[config.mk]
export PLATFORM = sky130hd
export DESIGN_NAME = sha1_message_digest_flat
export DESIGN_NICKNAME = d
export VERILOG_FILES = /design/src/hw/rtl/sha1md_pkg.sv /design/src/hw/rtl/sha1md_in_if.sv /design/src/hw/rtl/sha1md_out_if.sv /design/src/hw/rtl/sha1md_front.sv /design/src/hw/rtl/sha1md_queue.sv /design/src/hw/rtl/sha1md_core.sv /design/src/hw/rtl/sha1_message_digest.sv /design/src/flat_wrapper.sv
export SDC_FILE = /design/constraint.sdc
export NUM_CORES = 2
export LEC_CHECK = 0
export BUFFER_PORTS_ARGS = -buffer_cell sky130_fd_sc_hd__buf_2
export CAP_MARGIN = 20
export CORE_MARGIN = 5
export CORE_UTILIZATION = 45
export CTS_CLUSTER_DIAMETER = 30
export DETAILED_ROUTE_END_ITERATION = 7
export GPL_TIMING_DRIVEN = 0
export HOLD_SLACK_MARGIN = 0.15
export SYNTH_ARGS = -nofsm -noshare
export SYNTH_HDL_FRONTEND = slang
export SYNTH_SLANG_ARGS = --single-unit
[constraint.sdc]
create_clock -name clk -period 16.6 [get_ports clk]
set_clock_uncertainty 0.1 [all_clocks]
set_input_delay 0.83 -clock clk [delete_from_list [all_inputs] [get_ports clk]]
set_output_delay 0.83 -clock clk [all_outputs]
set_load 0.005 [all_outputs]
[src/hw/rtl/sha1md_pkg.sv]
package sha1md_pkg;

	localparam int WORDS      = 5;
	localparam int RING_DEPTH = 16;
	localparam int QDEPTH     = 4;
	localparam int QAW        = $clog2(QDEPTH);

	localparam logic [5:0] BLK_LAST   = 6'd63;
	localparam logic [5:0] LEN_START  = 6'd56;
	localparam logic [6:0] ROUND_LAST = 7'd79;
	localparam logic [6:0] SCHED_FROM = 7'd16;
	localparam logic [2:0] WORD_LAST  = 3'd4;
	localparam logic [7:0] PAD_MARK   = 8'h80;
	localparam logic [63:0] BYTE_BITS = 64'd8;

	typedef logic [31:0] word_t;

	localparam word_t IV [WORDS] = '{
		32'h67452301, 32'hEFCDAB89, 32'h98BADCFE, 32'h10325476, 32'hC3D2E1F0
	};
	localparam word_t KTAB [4] = '{
		32'h5A827999, 32'h6ED9EBA1, 32'h8F1BBCDC, 32'hCA62C1D6
	};

	typedef enum logic [2:0] {
		ST_IDLE,
		ST_PAD,
		ST_ROUND,
		ST_ADD,
		ST_OUT
	} core_state_t;

	typedef struct packed {
		logic [7:0] data;
		logic       present;
		logic       last;
	} cmd_t;

	typedef struct packed {
		logic valid;
		cmd_t cmd;
	} q_wr_t;

	typedef struct packed {
		logic valid;
		cmd_t cmd;
	} q_rd_t;

	function automatic logic [1:0] round_phase(input logic [6:0] rnd);
		logic [1:0] ph;
		if (rnd < 7'd20)
			ph = 2'd0;
		else if (rnd < 7'd40)
			ph = 2'd1;
		else if (rnd < 7'd60)
			ph = 2'd2;
		else
			ph = 2'd3;
		return ph;
	endfunction

	function automatic word_t round_f(input logic [1:0] ph, input word_t b, input word_t c,
		input word_t d);
		word_t f;
		unique case (ph)
			2'd0: f = (b & c) | (~b & d);
			2'd2: f = (b & c) | (b & d) | (c & d);
			default: f = b ^ c ^ d;
		endcase
		return f;
	endfunction

	function automatic word_t rotl(input word_t x, input int n);
		return (x << n) | (x >> (32 - n));
	endfunction

endpackage

[src/hw/rtl/sha1md_in_if.sv]
interface sha1md_in_if;
	logic       valid;
	logic       ready;
	logic [7:0] message_byte;
	logic       byte_present;
	logic       end_of_message;

	modport source (output valid, message_byte, byte_present, end_of_message, input ready);
	modport sink (input valid, message_byte, byte_present, end_of_message, output ready);
endinterface

[src/hw/rtl/sha1md_out_if.sv]
interface sha1md_out_if;
	logic        valid;
	logic        ready;
	logic [31:0] digest_word;
	logic [2:0]  word_index;
	logic        last_word;

	modport source (output valid, digest_word, word_index, last_word, input ready);
	modport sink (input valid, digest_word, word_index, last_word, output ready);
endinterface

[src/hw/rtl/sha1md_front.sv]
module sha1md_front
	import sha1md_pkg::*;
(
	sha1md_in_if.sink msg,
	input  logic      q_full,
	output q_wr_t     q_wr
);

	assign msg.ready = !q_full;

	// drop items that carry neither a byte nor the end mark
	always_comb begin
		q_wr.valid       = msg.valid && !q_full && (msg.byte_present || msg.end_of_message);
		q_wr.cmd.data    = msg.message_byte;
		q_wr.cmd.present = msg.byte_present;
		q_wr.cmd.last    = msg.end_of_message;
	end

endmodule

[src/hw/rtl/sha1md_queue.sv]
module sha1md_queue
	import sha1md_pkg::*;
(
	input  logic  clk,
	input  logic  arst_n,
	input  q_wr_t wr,
	input  logic  pop,
	output logic  full,
	output q_rd_t rd
);

	cmd_t           mem [QDEPTH];
	logic [QAW-1:0] wptr_q;
	logic [QAW-1:0] rptr_q;
	logic [QAW:0]   cnt_q;

	assign full     = cnt_q == QDEPTH[QAW:0];
	assign rd.valid = cnt_q != '0;
	assign rd.cmd   = mem[rptr_q];

	always_ff @(posedge clk or negedge arst_n) begin
		if (!arst_n) begin
			wptr_q <= '0;
			rptr_q <= '0;
			cnt_q  <= '0;
		end else begin
			if (wr.valid)
				wptr_q <= wptr_q + 1'b1;
			if (pop)
				rptr_q <= rptr_q + 1'b1;
			if (wr.valid && !pop)
				cnt_q <= cnt_q + 1'b1;
			else if (!wr.valid && pop)
				cnt_q <= cnt_q - 1'b1;
		end
	end

	always_ff @(posedge clk) begin
		if (wr.valid)
			mem[wptr_q] <= wr.cmd;
	end

endmodule

[src/hw/rtl/sha1md_core.sv]
module sha1md_core
	import sha1md_pkg::*;
(
	input  logic clk,
	input  logic arst_n,
	input  q_rd_t rd,
	output logic pop,
	sha1md_out_if.source digest
);

	core_state_t state_q, state_d;

	logic [5:0]  cnt_q;
	logic [23:0] acc_q;
	word_t       sr_q [RING_DEPTH];
	word_t       rw_q [WORDS];
	word_t       chain_q [WORDS];
	logic [63:0] len_q;
	logic [6:0]  rnd_q;
	logic        pad_q;
	logic        mark_q;
	logic        lenph_q;
	logic [2:0]  oidx_q;
	logic        dvld_q;
	word_t       dout_q;
	logic [2:0]  didx_q;
	logic        dlast_q;

	logic        push_en;
	logic [7:0]  push_b;
	logic        ld_out;
	logic        len_now;
	logic [2:0]  lsh;
	logic [7:0]  len_b;
	logic [7:0]  pad_b;
	logic [1:0]  phase;
	word_t       wt;
	word_t       tmp;

	assign len_now = !mark_q && (lenph_q || cnt_q == LEN_START);
	assign lsh     = 3'd7 - cnt_q[2:0];
	assign len_b   = len_q[{lsh, 3'b000} +: 8];
	assign pad_b   = mark_q ? PAD_MARK : (len_now ? len_b : 8'h00);

	assign phase = round_phase(rnd_q);
	assign wt    = (rnd_q < SCHED_FROM) ? sr_q[0]
		: rotl(sr_q[13] ^ sr_q[8] ^ sr_q[2] ^ sr_q[0], 1);
	assign tmp   = rotl(rw_q[0], 5) + round_f(phase, rw_q[1], rw_q[2], rw_q[3])
		+ rw_q[4] + KTAB[phase] + wt;

	assign digest.valid       = dvld_q;
	assign digest.digest_word = dout_q;
	assign digest.word_index  = didx_q;
	assign digest.last_word   = dlast_q;

	always_comb begin
		state_d = state_q;
		pop     = 1'b0;
		push_en = 1'b0;
		push_b  = rd.cmd.data;
		ld_out  = 1'b0;
		unique case (state_q)
			ST_IDLE: begin
				if (rd.valid) begin
					pop     = 1'b1;
					push_en = rd.cmd.present;
					if (rd.cmd.present && cnt_q == BLK_LAST)
						state_d = ST_ROUND;
					else if (rd.cmd.last)
						state_d = ST_PAD;
				end
			end
			ST_PAD: begin
				push_en = 1'b1;
				push_b  = pad_b;
				if (cnt_q == BLK_LAST)
					state_d = ST_ROUND;
			end
			ST_ROUND: begin
				if (rnd_q == ROUND_LAST)
					state_d = ST_ADD;
			end
			ST_ADD: begin
				if (pad_q && lenph_q)
					state_d = ST_OUT;
				else if (pad_q)
					state_d = ST_PAD;
				else
					state_d = ST_IDLE;
			end
			ST_OUT: begin
				if (!dvld_q || digest.ready) begin
					ld_out = 1'b1;
					if (oidx_q == WORD_LAST)
						state_d = ST_IDLE;
				end
			end
			default: state_d = ST_IDLE;
		endcase
	end

	always_ff @(posedge clk or negedge arst_n) begin
		if (!arst_n)
			state_q <= ST_IDLE;
		else
			state_q <= state_d;
	end

	always_ff @(posedge clk or negedge arst_n) begin
		if (!arst_n) begin
			cnt_q   <= '0;
			len_q   <= '0;
			rnd_q   <= '0;
			pad_q   <= 1'b0;
			mark_q  <= 1'b0;
			lenph_q <= 1'b0;
			oidx_q  <= '0;
			dvld_q  <= 1'b0;
			for (int i = 0; i < WORDS; i++)
				chain_q[i] <= IV[i];
		end else begin
			if (push_en)
				cnt_q <= cnt_q + 1'b1;
			if (pop && rd.cmd.present)
				len_q <= len_q + BYTE_BITS;
			if (pop && rd.cmd.last) begin
				pad_q  <= 1'b1;
				mark_q <= 1'b1;
			end
			if (state_q == ST_PAD) begin
				mark_q <= 1'b0;
				if (len_now)
					lenph_q <= 1'b1;
			end
			if (state_q == ST_ROUND)
				rnd_q <= (rnd_q == ROUND_LAST) ? '0 : rnd_q + 1'b1;
			if (state_q == ST_ADD) begin
				for (int i = 0; i < WORDS; i++)
					chain_q[i] <= chain_q[i] + rw_q[i];
			end
			// last digest word loaded: restart for the next message
			if (ld_out) begin
				if (oidx_q == WORD_LAST) begin
					oidx_q  <= '0;
					len_q   <= '0;
					pad_q   <= 1'b0;
					lenph_q <= 1'b0;
					for (int i = 0; i < WORDS; i++)
						chain_q[i] <= IV[i];
				end else begin
					oidx_q <= oidx_q + 1'b1;
				end
			end
			if (ld_out)
				dvld_q <= 1'b1;
			else if (digest.ready)
				dvld_q <= 1'b0;
		end
	end

	always_ff @(posedge clk) begin
		if (push_en) begin
			acc_q <= {acc_q[15:0], push_b};
			if (cnt_q[1:0] == 2'd3) begin
				for (int i = 0; i < RING_DEPTH - 1; i++)
					sr_q[i] <= sr_q[i + 1];
				sr_q[RING_DEPTH - 1] <= {acc_q, push_b};
			end
			if (cnt_q == BLK_LAST) begin
				for (int i = 0; i < WORDS; i++)
					rw_q[i] <= chain_q[i];
			end
		end
		if (state_q == ST_ROUND) begin
			rw_q[0] <= tmp;
			rw_q[1] <= rw_q[0];
			rw_q[2] <= rotl(rw_q[1], 30);
			rw_q[3] <= rw_q[2];
			rw_q[4] <= rw_q[3];
			for (int i = 0; i < RING_DEPTH - 1; i++)
				sr_q[i] <= sr_q[i + 1];
			sr_q[RING_DEPTH - 1] <= wt;
		end
		if (ld_out) begin
			dout_q  <= chain_q[oidx_q];
			didx_q  <= oidx_q;
			dlast_q <= oidx_q == WORD_LAST;
		end
	end

endmodule

[src/hw/rtl/sha1_message_digest.sv]
// Each byte item is taken into a four-entry queue and packed by the core while it is idle.
// The 64th byte of a block starts the round steps of a compression, then its add step.
// An end-of-message item pads one byte per cycle, then runs one or two compressions,
// then hands out five digest words, one per cycle while the receiver is ready.
// The single round unit and the one-byte-per-cycle packer set the pace of the block.
// Reset (arst_n low) loads the initial chaining value, clears counters, queue and output.
module sha1_message_digest
	import sha1md_pkg::*;
(
	input logic            clk,
	input logic            arst_n,
	sha1md_in_if.sink      msg,
	sha1md_out_if.source   digest
);

	q_wr_t q_wr;
	q_rd_t q_rd;
	logic  q_full;
	logic  q_pop;

	sha1md_front u_front (
		.msg    (msg),
		.q_full (q_full),
		.q_wr   (q_wr)
	);

	sha1md_queue u_queue (
		.clk    (clk),
		.arst_n (arst_n),
		.wr     (q_wr),
		.pop    (q_pop),
		.full   (q_full),
		.rd     (q_rd)
	);

	sha1md_core u_core (
		.clk    (clk),
		.arst_n (arst_n),
		.rd     (q_rd),
		.pop    (q_pop),
		.digest (digest)
	);

	a_no_overflow: assert property (@(posedge clk) disable iff (!arst_n)
		q_wr.valid |-> !q_full)
		else $error("queue written while full");

	a_no_empty_pop: assert property (@(posedge clk) disable iff (!arst_n)
		q_pop |-> q_rd.valid)
		else $error("queue popped while empty");

	a_word_follows: assert property (@(posedge clk) disable iff (!arst_n)
		digest.valid && digest.ready && !digest.last_word
		|=> digest.valid && digest.word_index == $past(digest.word_index) + 3'd1)
		else $error("digest words not in sequence");

	a_last_index: assert property (@(posedge clk) disable iff (!arst_n)
		digest.valid |-> (digest.last_word == (digest.word_index == WORD_LAST)))
		else $error("last word flag does not match index");

endmodule

[src/flat_wrapper.sv]
// flat-port wrapper written by rule: the top's interface ports become plain ports
module sha1_message_digest_flat import sha1md_pkg::*;
  (clk, arst_n, msg_valid, msg_message_byte, msg_byte_present, msg_end_of_message, msg_ready, digest_valid, digest_digest_word, digest_word_index, digest_last_word, digest_ready);
  sha1md_in_if msg_i ();
  sha1md_out_if digest_i ();
  input logic clk;
  input logic arst_n;
  input wire logic [$bits(msg_i.valid)-1:0] msg_valid;
  input wire logic [$bits(msg_i.message_byte)-1:0] msg_message_byte;
  input wire logic [$bits(msg_i.byte_present)-1:0] msg_byte_present;
  input wire logic [$bits(msg_i.end_of_message)-1:0] msg_end_of_message;
  output wire logic [$bits(msg_i.ready)-1:0] msg_ready;
  output wire logic [$bits(digest_i.valid)-1:0] digest_valid;
  output wire logic [$bits(digest_i.digest_word)-1:0] digest_digest_word;
  output wire logic [$bits(digest_i.word_index)-1:0] digest_word_index;
  output wire logic [$bits(digest_i.last_word)-1:0] digest_last_word;
  input wire logic [$bits(digest_i.ready)-1:0] digest_ready;
  assign msg_i.valid = msg_valid;
  assign msg_i.message_byte = msg_message_byte;
  assign msg_i.byte_present = msg_byte_present;
  assign msg_i.end_of_message = msg_end_of_message;
  assign msg_ready = msg_i.ready;
  assign digest_valid = digest_i.valid;
  assign digest_digest_word = digest_i.digest_word;
  assign digest_word_index = digest_i.word_index;
  assign digest_last_word = digest_i.last_word;
  assign digest_i.ready = digest_ready;
  sha1_message_digest u_core (.clk(clk), .arst_n(arst_n), .msg(msg_i), .digest(digest_i));
endmodule
### After elaboration in Yosys (flattened, before gate mapping)

Memories as Yosys holds them, arrays and structs flattened.
Cells that the tools add are included.

* add/subtract/negate cells: 18
* order comparisons: 6
* equal/unequal tests: 17
* shift-type cells: 1
* mux-type cells: 82
* bitwise operators: 39
* reductions and logical operators: 24

Operators by type and width (count)
* 2-to-1 mux 32 bit: 26
* 2-to-1 mux 160 bit: 3
* adder 32 bit: 9
* 2-to-1 mux 64 bit: 3
* bitwise XOR 32 bit: 5
* AND 32 bit: 4
* binary-select mux 32 bit (select 3 bit): 1
* OR 32 bit: 3
* adder 64 x 4 -> 64 bit (second input constant): 1
* binary-select mux 32 bit (select 2 bit): 1
* one-hot mux 32 bit (2 select lines): 1
* indexed part select 64 x 7 -> 8 bit: 1
* 2-to-1 mux 3 bit: 11
* inverter 32 bit: 1
* OR 32 x 1 -> 32 bit: 1
* OR 32 x 30 -> 32 bit: 1
* OR 32 x 5 -> 32 bit: 1
* 2-to-1 mux 1 bit: 28
* 2-to-1 mux 8 bit: 3
* OR 1 bit: 21
* one-hot mux 3 bit (5 select lines): 1
* < comparator 7 x 5 -> 1 bit (second input constant): 2
* < comparator 7 x 6 -> 1 bit (second input constant): 2
* equality test 6 bit (second input constant): 2
* 29 further kinds: 55

* register bits: 314
* RAM bits: 712
* bits of input ports: 14
* output and inout bits: 38
* word-level logic and storage cells: 211
* memories kept: 3

Memories
* u_core.u_core.sr_q: words 16, bits a word 32, rd ports 16, clocked after memory_dff 0, write ports 16, line sha1md_core.sv:15 `word_t sr_q [RING_DEPTH];`
* u_core.u_core.rw_q: words 5, bits a word 32, rd ports 5, clocked after memory_dff 0, write ports 5, line sha1md_core.sv:16 `word_t rw_q [WORDS];`
* u_core.u_queue.mem: words 4, bits a word 10, rd ports 1, clocked after memory_dff 0, write ports 1, line sha1md_queue.sv:12 `cmd_t mem [QDEPTH];`

### Longest topological paths before layout

* depth after elaboration: 11
* depth in mapped cells: 27
* depth with buffers taken out: 25

### Modules after synthesis

A second synthesis with hierarchy kept.

* cells, all modules: 4363
* area, all modules: 52044.9 um2

By module, submodules not included
* sha1md_core: times used 1, cells an instance 4265, area an instance 50114.3 um2, sequential area each 28187.0 um2
* sha1md_queue: times used 1, cells an instance 86, area an instance 1841.8 um2, sequential area each 1376.3 um2
* sha1md_front: times used 1, cells an instance 12, area an instance 88.8 um2, sequential area each 0.0 um2

### Worst setup path before layout

Ideal clock, no wire load.

* path kind: register to register
* start: register u_core.u_queue.rptr_q[0]
* end: memory u_core.u_core.sr_q[0][0] (netlist name), enable pin
* library setup time: 3.637 ns
* arrival: 10.883 ns
* setup slack: 1.980 ns
* cell stages (with the launch flop): 9
* path buffers: 2
* period minus slack after synthesis: 14.620 ns
* cell sequence: dfrtp_1 > mux4_2 > and3_1 > clkbuf_1 > a21oi_1 > inv_1 > nand2_1 > clkbuf_1 > nand2_1

RTL lines
* start, declared: line sha1md_queue.sv:14 `logic [QAW-1:0] rptr_q;`
* start signal, assigned: line sha1md_queue.sv:30 `rptr_q <= rptr_q + 1'b1;`
* end, declared: line sha1md_core.sv:15

==> impl_results.md <==
* Rel. slew slack at ~16%
* Max-capacitance violation count at 0
* Post-synthesis cell count at roughly 4400
* DRC at 0
* Flip-flop and latch count after synthesis at between 1000 and 1500
* CTS Buf Count at between 200 and 250
* Filler cells at around 9600
* CTS resizes at 0
* Cells on worst reg2reg path at 23
* Highest-count cells in the layout ignoring fill and taps: edfxtp_1, nand2_1, o21ai_0, inv_1, a21oi_1
* Routed vias/inst at 5.74
* Main flop type after synthesis: edfxtp_1
* Period utilization at between 50% and 60%
* Die ar. at approximately 120000 µm²
* Final Worst Setup Slack at between 7 and 8 ns
* Die width at about 350 µm
* Fraction of layout instances using a drive strength above 1 at 13.1%
* PortBufs at 51
* Arrival time worst endpoint at approximately 9.4 ns
* Crit Path Max Fanout at 10
* Worst Hold Class: flop to flop
* Pre-CTS WS at 7.91 ns
* Avg Synthesized Cell Area at approximately 12 µm²
* GPL Wtd Cong at roughly 0.95
* Drt total wl at between 150 and 200 mm
* Commonest non-fill, non-tap cell in the layout: edfxtp_1
* Fin area at about 63000 µm²
* Area of placed instances at between 50000 and 60000 µm²
* Largest net degree at the start of global routing at 96
* Yosys cell types at a little over 80
* Critical Path RT at ~17 ns
* Crit Path Category: flop to flop
* R2R setup slack at 7.60 ns
* Setup Buffers After CTS at 0
* Register area share after synthesis at between 50% and 60%
* Worst Setup End Kind: flop
* First-pass GRT wire length at 236 mm
* Die Ht at between 300 and 400 µm
* Mapped Area at between 50000 and 60000 µm²
* Std cell rows at about 120
* DP HPWL at roughly 120 mm
* Sink Count at 1023
* Synth Warn # at 0
* CTS H-tree depth at 4
* Initial antenna violation count at 3
* First-pass detailed-route iteration total at 6
* Pwr/cell area at 201 nW/µm²
* Hold depth at 0
* Layout area overhead at 20.8%
* Fin. max-slew vios at 0
* VDD IR-drop max at 0.118 mV
* Startpoint type of the worst setup path: flop
* Insertion delay to the later sink of the worst-skew pair at approximately 0.83 ns
* Leak at approximately 0.025 µW
* Nets at approximately 5100
* RSZ-0062 raised after global routing: false
* Highest Clock Rate at 111 MHz
* Setup TNS at 0 ns
* Initial drt markers at approximately 4300
* Core region area at 115000 µm²
* Final hold vios at 0
* CTS max path bufs at 3
* Worst-Margin Slew at about 1.2 ns
* DR WL/cell at around 25 µm
* Setup Viol. Count Final at 0
* Initial Utilization at a little under half
* GRT Overall Usage at 26.3%
* CTS Hold Bufs at 11
* GRT overflow at 0
* I/O Pins at between 50 and 60
* CTS clk-pin slew, worst paths at 0.06 ns
* Status: complete, no violations
* Post-synth EDFFs at between 700 and 800
* Syn nets at about 4800
* Vias in the first global route at 36400
* Clock period minus worst slack at ~9.0 ns
* TritonCTS clock tree: built
* Vias at between 30000 and 40000
* Root Driver: clkbuf_16
* Async set-reset flop share out of synthesis at approximately 25%
* Total power at approximately 13000 µW
* Post-route ant nets at 0
-- registers in the layout (all words and copies together), names as in the netlist --
register / count
u_core.u_core.acc_q: 24
u_core.u_core.chain_q: 160
u_core.u_core.cnt_q: 6
u_core.u_core.digest.digest_word: 32
u_core.u_core.digest.last_word: 1
u_core.u_core.digest.valid: 1
u_core.u_core.digest.word_index: 3
u_core.u_core.len_q: 61
u_core.u_core.lenph_q: 1
u_core.u_core.mark_q: 1
u_core.u_core.oidx_q: 3
u_core.u_core.pad_q: 1
u_core.u_core.rnd_q: 7
u_core.u_core.rw_q: 160
u_core.u_core.sr_q: 512
u_core.u_core.state_q: 3
u_core.u_queue.cnt_q: 3
u_core.u_queue.mem: 40
u_core.u_queue.rptr_q: 2
u_core.u_queue.wptr_q: 2
-- critical path, stage by stage, from the launching register on --
cell	delay, ns
dfrtp_1	0.35
clkbuf_1	0.21
nor2_1	0.15
and2_1	0.19
clkinv_1	0.64
nand2_1	0.73
clkbuf_1	0.49
o221ai_1	0.43
fa_1	0.60
inv_1	0.06
fa_1	0.48
fa_1	0.59
inv_1	0.07
ha_1	0.31
a211oi_1	0.43
o211ai_1	0.23
a41oi_1	0.43
nor2b_1	0.14
o41a_1	0.52
o32a_1	0.50
a21o_1	0.32
a211oi_1	0.28
mux2i_1	0.33
o211ai_1	0.13
-- synthesized netlist by cell type, types with 29 or more instances --
| master | number | area (µm²) |
|---|---|---|
| dfstp_2 | 80 | 2100 |
| and3_1 | 37 | 231 |
| nor2_1 | 199 | 747 |
| nor3_1 | 32 | 160 |
| nand3_1 | 99 | 495 |
| or3_1 | 29 | 181 |
| a21oi_1 | 245 | 1230 |
| clkbuf_1 | 140 | 526 |
| xor2_1 | 108 | 946 |
| ha_1 | 202 | 2530 |
| o211ai_1 | 65 | 488 |
| mux4_2 | 55 | 1240 |
| o21ai_0 | 360 | 1800 |
| o21a_1 | 30 | 225 |
| a21o_1 | 95 | 713 |
| dfrtp_1 | 171 | 4280 |
| nand2_1 | 702 | 2640 |
| xnor2_1 | 198 | 1730 |
| edfxtp_1 | 772 | 23200 |
| fa_1 | 126 | 2520 |
| inv_1 | 321 | 1200 |
-- worst paths after layout --
path | start | to
setup / recovery | u_core.u_core.rnd_q[5]$_DFFE_PN0P_ | u_core.u_core.rw_q[0][30]$_DFFE_PP_
hold / removal | u_core.u_core.sr_q[1][71]$_DFFE_PP_ | u_core.u_core.sr_q[1][39]$_DFFE_PP_
setup reg to reg | u_core.u_core.rnd_q[5]$_DFFE_PN0P_ | u_core.u_core.rw_q[0][30]$_DFFE_PP_
hold reg to reg | u_core.u_core.sr_q[1][71]$_DFFE_PP_ | u_core.u_core.sr_q[1][39]$_DFFE_PP_
max in group asynchronous | arst_n | u_core.u_core.chain_q[21]$_DFF_PN0_
min in group asynchronous | arst_n | u_core.u_core.len_q[38]$_DFF_PN0_
-- layout make-up --
type	instances	area [µm²]	area share (%)
flip-flops and latches	1023	29600	47.1
multi-input cells	2922	20600	32.8
clock buffers	270	5940	9.46
well taps	1512	1890	3.01
clock inverters	149	1640	2.61
repair buffers	124	1300	2.08
inverters	322	1210	1.93
plain buffers	156	594	0.947
diodes	2	5.00	0.00798
-- per-layer routing --
layer	GRT usage [%]	up-vias	routed length [µm]
met4	12.3	0	8010
met3	6.22	384	14800
met5	0	-	0
met2	40.3	1677	72300
li1	-	16600	-
met1	35.8	18500	67200
-- stage by stage --
stage | util, % | cells | hold slack [ns]
final | 54.8 | 6480 | 0.293
after global placement | 47.3 | 5986 | 0.300
after CTS | 54.7 | 6464 | 0.278
after detailed placement | 48.0 | 6034 | 0.305
after global routing | 54.8 | 6478 | 0.293
after floorplan | - | 4423 | 0.300
-- cells by family after synthesis --
logic type / share of synthesized area [%]
xor+xnor: 5.16
compound gates: 11.4
mux: 2.96
simple gates: 10.4
fa+ha+maj: 9.72
buf+inv: 3.47
flops: 56.9
-- power by group --
part           total [µW]  switching, µW  internal (µW)
Combinational        3900           2360           1550
Sequential           4370            460           3910
Clock                4370           1500           2860
Total               12600           4320           8320
Note: power is estimated with default switching activity, not from simulation.
